## config.mk

```make
export PLATFORM = sky130hd
export DESIGN_NAME = slid_cell
export DESIGN_NICKNAME = d
export VERILOG_FILES = /design/src/sv/slid_pkg.sv /design/src/sv/slid_cell.sv
export SDC_FILE = /design/constraint.sdc
export NUM_CORES = 1
export LEC_CHECK = 0
export BUFFER_PORTS_ARGS = -buffer_cell sky130_fd_sc_hd__buf_2
export CAP_MARGIN = 20
export CORE_AREA = 2 2 94 74
export CTS_BUF_LIST = sky130_fd_sc_hd__clkbuf_2 sky130_fd_sc_hd__clkbuf_4 sky130_fd_sc_hd__clkbuf_8
export DETAILED_ROUTE_END_ITERATION = 16
export DIE_AREA = 0 0 96 76
export GPL_TIMING_DRIVEN = 0
export PLACE_DENSITY = 0.84
export SYNTH_ARGS = -nofsm -noshare
export SYNTH_HDL_FRONTEND = slang
export SYNTH_SLANG_ARGS = --single-unit
```

## constraint.sdc

```tcl
create_clock -name i_clk -period 2.1 [get_ports i_clk]
set_clock_uncertainty 0.2 [all_clocks]
set_input_delay 0.105 -clock i_clk [delete_from_list [all_inputs] [get_ports i_clk]]
set_output_delay 0.105 -clock i_clk [all_outputs]
set_load 0.02 [all_outputs]
```

## src/sv/slid_pkg.sv

```systemverilog
// ----------------------------------------------------------------------------
// slid_pkg
// Shared types and constants of the sorted list insert/delete core.
// ----------------------------------------------------------------------------
`timescale 1ns / 1ps
`default_nettype none

package slid_pkg;

    localparam int CAPACITY = 64;
    localparam int KEY_W    = 32;
    localparam int CNT_W    = $clog2(CAPACITY + 1);
    localparam int STAT_W   = 2;
    localparam int ECNT_W   = 7;

    localparam logic KIND_INSERT = 1'b0;
    localparam logic KIND_DELETE = 1'b1;

    localparam logic [STAT_W-1:0] ST_DONE      = 2'd0;
    localparam logic [STAT_W-1:0] ST_NOT_FOUND = 2'd1;
    localparam logic [STAT_W-1:0] ST_FULL      = 2'd2;

    typedef struct packed {
        logic                    kind;
        logic signed [KEY_W-1:0] value;
    } t_in_word;

    typedef struct packed {
        logic [STAT_W-1:0] status;
        logic [ECNT_W-1:0] entry_count;
    } t_out_word;

    typedef struct packed {
        logic sample;
        logic ins;
        logic del;
    } t_cell_ctrl;

endpackage

`default_nettype wire

```

## src/sv/slid_cell.sv

```systemverilog
// ----------------------------------------------------------------------------
// slid_cell
// One slot of the sorted chain: holds an entry, compares it with the key and
// takes its neighbor's entry or the key when the chain shifts.
// ----------------------------------------------------------------------------
`timescale 1ns / 1ps
`default_nettype none

module slid_cell (
    input  wire logic                             i_clk,
    input  wire slid_pkg::t_cell_ctrl             i_ctrl,
    input  wire logic                             i_occ,
    input  wire logic signed [slid_pkg::KEY_W-1:0] i_key,
    input  wire logic signed [slid_pkg::KEY_W-1:0] i_prev_entry,
    input  wire logic signed [slid_pkg::KEY_W-1:0] i_next_entry,
    input  wire logic                             i_prev_after,
    input  wire logic                             i_prev_ge,
    output logic signed [slid_pkg::KEY_W-1:0]      o_entry,
    output logic                                  o_after,
    output logic                                  o_ge,
    output logic                                  o_hit
);
    import slid_pkg::*;

    logic signed [KEY_W-1:0] r_entry;
    logic                    r_after;
    logic                    r_ge;
    logic                    r_eq;

    always_ff @(posedge i_clk) begin
        if (i_ctrl.sample) begin
            r_after <= !i_occ || (r_entry > i_key);
            r_ge    <= !i_occ || (r_entry >= i_key);
            r_eq    <= i_occ && (r_entry == i_key);
        end
        if (i_ctrl.ins && r_after) begin
            r_entry <= i_prev_after ? i_prev_entry : i_key;
        end else if (i_ctrl.del && r_ge) begin
            r_entry <= i_next_entry;
        end
    end

    assign o_entry = r_entry;
    assign o_after = r_after;
    assign o_ge    = r_ge;
    // first entry not below the key, and equal to it
    assign o_hit   = r_eq && r_ge && !i_prev_ge;

endmodule

`default_nettype wire
```

**Word-level counts from Yosys, hierarchy flattened**

Index checks and enable logic that the tools add are counted.

- Register bits after elaboration: 35
- Logic and storage cells: 20
- Input port bits: 103
- Output and inout port bits: 35

- Multiplexer cells: 3
- Equality and inequality tests: 1
- Reductions and logical operators: 10
- Order comparisons: 2

Operators with widths:

| operator | count |
|---|---|
| 32-bit 2-to-1 mux | 3 |
| 32-bit == test | 1 |
| 32-bit greater-or-equal comparator | 1 |
| 32-bit > comparator | 1 |
| 1-bit logical AND | 5 |
| 1-bit logical NOT | 2 |
| 1-bit logical OR | 2 |
| 2-bit nonzero test | 1 |

**Logic depth before layout (Yosys ltp)**

Gate-level depths: netlist of run 1.

- Depth in word-level cells: 3
- Mapped depth: 7
- Gate-level depth less buffers: 7

**Worst setup path after synthesis of run 1**

OpenSTA, ideal clock, no wires.

- Path type: reg2reg
- Start point: register r_entry[23] (netlist: o_entry[23])
- End point: register r_ge (netlist: o_ge), data pin
- Data required time: 1.754 ns
- Path buffers: 0
- Period minus slack after synthesis: 2.288 ns
- Slack: -0.188 ns
- Setup time: 0.146 ns
- Stages on the path, launching flop included: 7
- Data arrival time: 1.942 ns
- Cell sequence: edfxtp_1 -> ha_1 -> nand4_1 -> or4_4 -> o41ai_2 -> nor4_1 -> a21oi_1

- Longest elaborated chain between the ends: 2

RTL lines:

| what | line | source |
|---|---|---|
| start: declaration | slid_cell.sv:25 | `logic signed [KEY_W-1:0] r_entry;` |
| start signal: assignment | slid_cell.sv:37 | `r_entry <= i_prev_after ? i_prev_entry : i_key;` |
| start signal: assignment | slid_cell.sv:39 | `r_entry <= i_next_entry;` |
| 32-bit greater-or-equal comparator | slid_cell.sv:33 | `r_ge <= !i_occ \|\| (r_entry >= i_key);` |
| 1-bit logical OR | slid_cell.sv:33 |  |
| end signal: assignment | slid_cell.sv:33 |  |
| end: declaration | slid_cell.sv:27 | `logic r_ge;` |

Every way passes these cells.
A chain may end at the register's enable or synchronous reset.

**Worst setup path after layout of run 1**

- Start point: register r_entry[27] (netlist: o_entry[27])
- End point: register r_after (netlist: o_after), data pin

- Longest elaborated chain between the ends: 2

RTL lines:

| what | line | source |
|---|---|---|
| 32-bit > comparator | slid_cell.sv:32 | `r_after <= !i_occ \|\| (r_entry > i_key);` |
| 1-bit logical OR | slid_cell.sv:32 |  |
| end signal: assignment | slid_cell.sv:32 |  |
| end: declaration | slid_cell.sv:26 | `logic r_after;` |

Every way passes these cells.

==> results.json, run 1 <==
{
  "outcome": "complete, but fails checks",
  "violations": "negative setup slack",
  "placed_area_mm2": 0.00350,
  "first_global_vias": 2720,
  "end_kind": "flip-flop",
  "start_util_pct": 40.3,
  "r2r_slack_ns": -0.19,
  "die_x_um": 96,
  "cts_buffers": 5,
  "r2r_end": "o_after",
  "fin_nets": 588,
  "slowest_stage": "edfxtp_1",
  "nFillCells": 568,
  "synthMuxAreaShare_pct": 12.3,
  "ff2ff_path_depth": 6,
  "slew-limit-headroom_pct": 65.0,
  "synth_xor_area_share_pct": 0,
  "stdcell_area_mm2": 0.00403,
  "synth-simple-area-share_pct": 11.8,
  "startpoint": "o_entry[27]",
  "clock-sinks": 35,
  "antenna_found_initial": 0,
  "worstPathMaxFanout": 4,
  "synth.most_common_cell": "a21oi_1",
  "hold_ws_ns": 0.00102,
  "layout_setup_ws_ns": -0.195,
  "dieArea_mm2": 0.00730,
  "cp_cell_sequence": "ha_1 -> nand4_1 -> nor3_1 -> a211o_1 -> o211a_1 -> a221oi_1",
  "die_y_um": 76,
  "drcViolationCount": 0,
  "wirelength_mm": 7.97,
  "setup_viol": 3,
  "synthCells": 268,
  "cts_tree": "done",
  "arrival_ns": 2.17,
  "htree_num_levels": 2,
  "synth.area.top_cells": "edfxtp_1 (40%), ha_1 (15%), mux2i_1 (12%)",
  "min_period_over_period_pct": 109,
  "viasPerCell": 5.05,
  "hpwl_mm": 5.65,
  "mappedNetlistNets": 403,
  "maxSlewViolCount": 0,
  "rsz0062_at_grt": "true",
  "power.density_mw_per_mm2": 561,
  "synth_edf_count": 35,
  "ant_nets": 0,
  "hold_violations": 0,
  "layout-drive-gt1-share_pct": 37.8,
  "vias": 2709,
  "synthArstFlopShare_pct": 0,
  "slowest_delay_ns": 0.42,
  "synth_top_family_by_area": "adder cells",
  "drtPass1Iterations": 4,
  "fin_crit_ns": 2.29,
  "ctsLongestPathBuffers": 2,
  "first_iter_violations": 81,
  "core_area_mm2": 0.00647,
  "row_count": 26,
  "portBuffers": 136,
  "worst_pin_slew_ns": 0.526,
  "io-pin-count": 138,
  "synth_top_area_share_pct": 40.3,
  "criticalPathCategory": "flip-flop to flip-flop",
  "max-cap-violations": 0,
  "diodes": 0,
  "synth_area_per_cell_um2": 9.72,
  "grt_pass1_wl_mm": 12.6,
  "required_ns": 1.97,
  "max_clock_freq_ghz": 0.436,
  "min_path_type": "primary input to flip-flop",
  "grt_usage_pct": 22.1,
  "clock_latency_ns": 0.28,
  "grt_max_degree": 33,
  "cts_root_buffer": "clkbuf_8",
  "synth_area_mm2": 0.00261,
  "yosysSeqAreaShare_pct": 40.3,
  "vdd_ir_drop_max_v": 0.000258,
  "leakagePower_nw": 1.98,
  "gp_congestion": 0.792,
  "syn_to_final_growth_pct": 54.7,
  "clk_pin_slew_ns": 0.07,
  "grt_overflow": 0,
  "crit_path_start_kind": "flip-flop",
  "ys_warn_count": 0,
  "ys.flop_type": "edfxtp_1",
  "finalPower_mw": 2.26,
  "synth.distinct_cells": 31,
  "wl_per_cell_um": 14.9,
  "synth_compound_area_share_pct": 13.8,
  "ys_top_cells_by_count": "a21oi_1 (47), edfxtp_1 (35), nor2_1 (34)",
  "cp-endpoint": "o_after",
  "synth_top_area_cell": "edfxtp_1",
  "synth-adder-area-share_pct": 15.4,
  "r2r_start": "o_entry[27]",
  "ys_ff_latch": 35
}
-- worst max-delay path: cells and delay by family (launching register included) --
| family | cells | cell delay [ns] |
|---|---|---|
| flops | 1 | 0.42 |
| fa+ha+maj | 1 | 0.34 |
| simple gates | 2 | 0.27 |
| compound gates | 3 | 0.86 |
-- per-stage QoR --
stage	util (%)	instances	setup slack, ns	TNS [ns]
final	62.3	536	-0.195	-0.461
after global routing	62.3	536	-0.339	-0.840
after CTS	61.9	536	-0.173	-0.436
after detailed placement	54.1	488	-0.263	-2.89
after global placement	54.1	488	-0.253	-1.52
after floorplan	-	268	-0.103	-0.159
-- how the worst min path moves through the flow --
| stage | from | endpoint | slack, ns | depth (start not counted) |
|---|---|---|---|---|
| 2_1_floorplan | i_ctrl[2] | o_after | 0.02 | 0 |
| 6_report | i_prev_entry[31] | o_entry[31] | 0.001 | 3 |
| 3_5_place_dp | i_ctrl[2] | o_ge | 0.15 | 1 |
| 4_1_cts | i_prev_entry[31] | o_entry[31] | 0.0006 | 3 |
| 3_3_place_gp | i_ctrl[2] | o_after | 0.14 | 1 |
| 5_1_grt | i_prev_entry[0] | o_entry[0] | 0.01 | 3 |
-- metal layers --
metal	share of wire, %	GRT usage, %	wire, um	vias to the layer above
met3	5.9	4.45	467	19
met4	1.8	5.29	145	0
met1	42	27.2	3370	1244
li1	-	-	-	1337
met5	0	0	0	-
met2	50	39.2	3990	109
-- final cells by class --
type / instances / area (um2) / share of cell area [%]
timing repair buffer: 178 / 1090 / 27.1
clock buffer: 6 / 76.3 / 1.89
sequential: 35 / 1050 / 26.1
inverter: 33 / 124 / 3.07
multi-input combinational: 189 / 1530 / 38.0
buffer: 11 / 51.3 / 1.27
tap: 84 / 105 / 2.61
-- cells in the final DEF, fill, tap and decap left out, types with 8 or more instances in the layout --
cell type and count:
buf_2 139, mux2i_1 32, a21oi_1 47, edfxtp_1 35
ha_4 8, nor2_1 34, ha_1 24, dlygate4sd3_1 39
inv_1 33
-- power breakdown --
part / switching [mW] / total, mW / leakage [nW] / internal, mW
clock network: 0.244 / 0.479 / 0.0406 / 0.235
registers: 0.0531 / 0.939 / 0.339 / 0.886
logic: 0.465 / 0.845 / 1.60 / 0.379
total: 0.762 / 2.26 / 1.98 / 1.50
-- timing repair --
item	4_1_cts	5_1_grt
hold endpoints to repair	35	0
hold buffers	39	0
gates resized for setup	2	9
endpoints found under the setup margin	35	18
pin swaps	3	0
cloned	0	0
setup buffers	3	0
-- kinds of logic (layout without fill, tap and decap cells) --
logic type / count (synthesis) / after routing
buffers and inverters: 44 / 228
adder cells (fa/ha/maj): 32 / 32
multiplexers: 32 / 32
AND/OR/NAND/NOR: 63 / 63
flip-flops: 35 / 35
AO/OA/AOI/OAI: 62 / 62
-- state kept, by name (all words and copies together) (netlist names) --
signal,cells
o_ge,1
o_after,1
o_entry,32
r_eq,1
Note: power is estimated with default switching activity, not from simulation.
==> run 2, diff against run 1 <==
--- a/config.mk
+++ b/config.mk
@@ -5,6 +5,7 @@
 export SDC_FILE = /design/constraint.sdc
 export NUM_CORES = 1
 export LEC_CHECK = 0
+export ABC_AREA = 1
 export BUFFER_PORTS_ARGS = -buffer_cell sky130_fd_sc_hd__buf_2
 export CAP_MARGIN = 20
 export CORE_AREA = 2 2 94 74
==> results.json, run 2 <==
{
  "outcome": "complete, but fails checks",
  "wl_per_cell_um": 15.3,
  "min_period_over_period_pct": 102,
  "die_y_um": 76,
  "core_area_mm2": 0.00647,
  "grt_util_met2_pct": 47.8,
  "final_common_cell": "buf_2",
  "vdd_ir_drop_max_v": 0.000302,
  "ys_top_cells_by_count": "a21oi_1 (77), nand2_1 (71), inv_1 (43)",
  "grt_overflow": 0,
  "yosysSeqAreaShare_pct": 40.4,
  "synth_area_per_cell_um2": 7.85,
  "arrival_ns": 1.99,
  "portBuffers": 136,
  "pre_cts_ws_ns": -0.297,
  "grt_busiest_layer": "met2",
  "synth_top_area_share_pct": 40.4,
  "grtUsageMet1_pct": 27.1,
  "grt_usage_pct": 26.3,
  "final_core_utilization_pct": 67.5,
  "maxSlewViolCount": 0,
  "regArea_mm2": 0.00105,
  "criticalPathCategory": "flip-flop to flip-flop",
  "ys_warn_count": 0,
  "setup_viol": 2,
  "io-pin-count": 138,
  "startpoint": "o_entry[31]",
  "vias": 3199,
  "ff2ff_path_depth": 10,
  "ctsLongestPathBuffers": 2,
  "diodes": 0,
  "crit_path_start_kind": "flip-flop",
  "fin_nets": 687,
  "syn_to_final_growth_pct": 68.2,
  "hold_ws_ns": 0.00559,
  "cts_tree": "done",
  "first_global_vias": 3427,
  "r2r_start": "o_entry[31]",
  "die_x_um": 96,
  "fin_crit_ns": 2.14,
  "synthCells": 331,
  "slowest_stage": "edfxtp_1",
  "htree_num_levels": 2,
  "required_ns": 1.94,
  "power.density_mw_per_mm2": 532,
  "ys.flop_type": "edfxtp_1",
  "synth_top_area_cell": "edfxtp_1",
  "min-delay-start": "i_key[2]",
  "clock-sinks": 35,
  "critPathBufInv": 0,
  "largest_register_ffs": 32,
  "synth_area_mm2": 0.00260,
  "slowest_delay_ns": 0.45,
  "hpwl_mm": 5.89,
  "grt_pass1_wl_mm": 14.8,
  "synth.most_common_cell": "a21oi_1",
  "synthArstFlopShare_pct": 0,
  "first_iter_violations": 147,
  "use_met3_pct": 4.85,
  "end_kind": "flip-flop",
  "mappedNetlistNets": 466,
  "row_count": 26,
  "min_path_type": "primary input to flip-flop",
  "synth.distinct_cells": 18,
  "clock_latency_ns": 0.29,
  "start_util_pct": 40.2,
  "fin_tns_setup_ns": -0.0730,
  "synth.area.top_cells": "edfxtp_1 (40%), ha_1 (15%), a21oi_1 (15%)",
  "viasPerCell": 5.03,
  "placed_area_mm2": 0.00339,
  "ant_nets": 0,
  "hold_violations": 0,
  "gp_congestion": 0.835,
  "drcViolationCount": 0,
  "layout-drive-gt1-share_pct": 28.8,
  "stdcell_count": 636,
  "min_path_cells": 3,
  "max-cap-violations": 0,
  "drtPass1Iterations": 4,
  "cp_cell_sequence": "ha_4 -> nand2_4 -> nor2_4 -> nand2_4 -> nor4_4 -> nand2_1 -> nand2_1 -> nand2_1 -> nand2_1 -> nand3_2",
  "placed_cells": 551,
  "cts_root_buffer": "clkbuf_8",
  "worstPathMaxFanout": 2,
  "grt_max_degree": 33,
  "synth_edf_count": 35,
  "leakagePower_nw": 2.20,
  "path_depth": 10,
  "dieArea_mm2": 0.00730,
  "multi_input_area_mm2": 0.00145,
  "wirelength_mm": 9.76,
  "cp_top_family": "simple AND/OR/NAND/NOR gates",
  "path_common_cell": "nand2_1",
  "rsz0062_at_grt": "true",
  "ys_ff_latch": 35,
  "max_clock_freq_ghz": 0.467,
  "slew-limit-headroom_pct": 65.0,
  "worst_pin_slew_ns": 0.526,
  "stdcell_area_mm2": 0.00437,
  "clk_pin_slew_ns": 0.08,
  "finalPower_mw": 2.33,
  "nFillCells": 510,
  "cts_buffers": 5,
  "antenna_found_initial": 0,
  "layout_setup_ws_ns": -0.0429,
  "violations": "negative setup slack",
  "mostFrequentLayoutCells": "buf_2 (135), dlygate4sd3_1 (78), a21oi_1 (77)"
}
[run 2: area by class of cell]
type	instances	share of cell area [%]
flip-flops and latches	35	24.0
multi-input cells	240	33.1
clock buffers	5	1.57
clock inverters	2	0.200
plain buffers	13	1.20
well taps	84	2.40
repair buffers	214	33.8
inverters	43	3.69
[run 2: final timing paths]
kind / end / slack, ns
max: o_ge / -0.04
min: o_entry[2] / 0.006
max reg2reg: o_ge / -0.04
min reg2reg: o_entry[1] / 0.77
[run 2: per-layer routing]
metal	vias up	part of all wire, %
li1	1546	-
met1	1433	38
met2	171	51
met3	49	5.8
met4	0	5.5
met5	-	0
[run 2: logic make-up after synthesis]
group | Yosys count | share of synthesized area [%]
simple gates | 123 | 19.1
fa+ha+maj | 32 | 15.4
buf+inv | 56 | 8.18
flops | 35 | 40.4
compound gates | 85 | 16.9
[run 2: tightest hold or removal path, stage by stage]
cell	delay, ns
buf_2	0.09
a21oi_1	0.06
a21oi_1	0.12
[run 2: timing repair]
item / 4_1_cts / 5_1_grt
endpoints found under the setup margin: 32 / 2
gates resized for setup: 2 / 18
pin swaps: 0 / 10
endpoints found under the hold margin: 38 / 0
hold buffers: 80 / 0
setup buffers: 0 / 1
[run 2: power breakdown]
group | internal (mW) | total [mW] | leakage, nW | switching, mW
Clock | 0.221 | 0.476 | 0.0414 | 0.254
Sequential | 0.880 | 0.929 | 0.341 | 0.0491
Combinational | 0.409 | 0.922 | 1.82 | 0.514
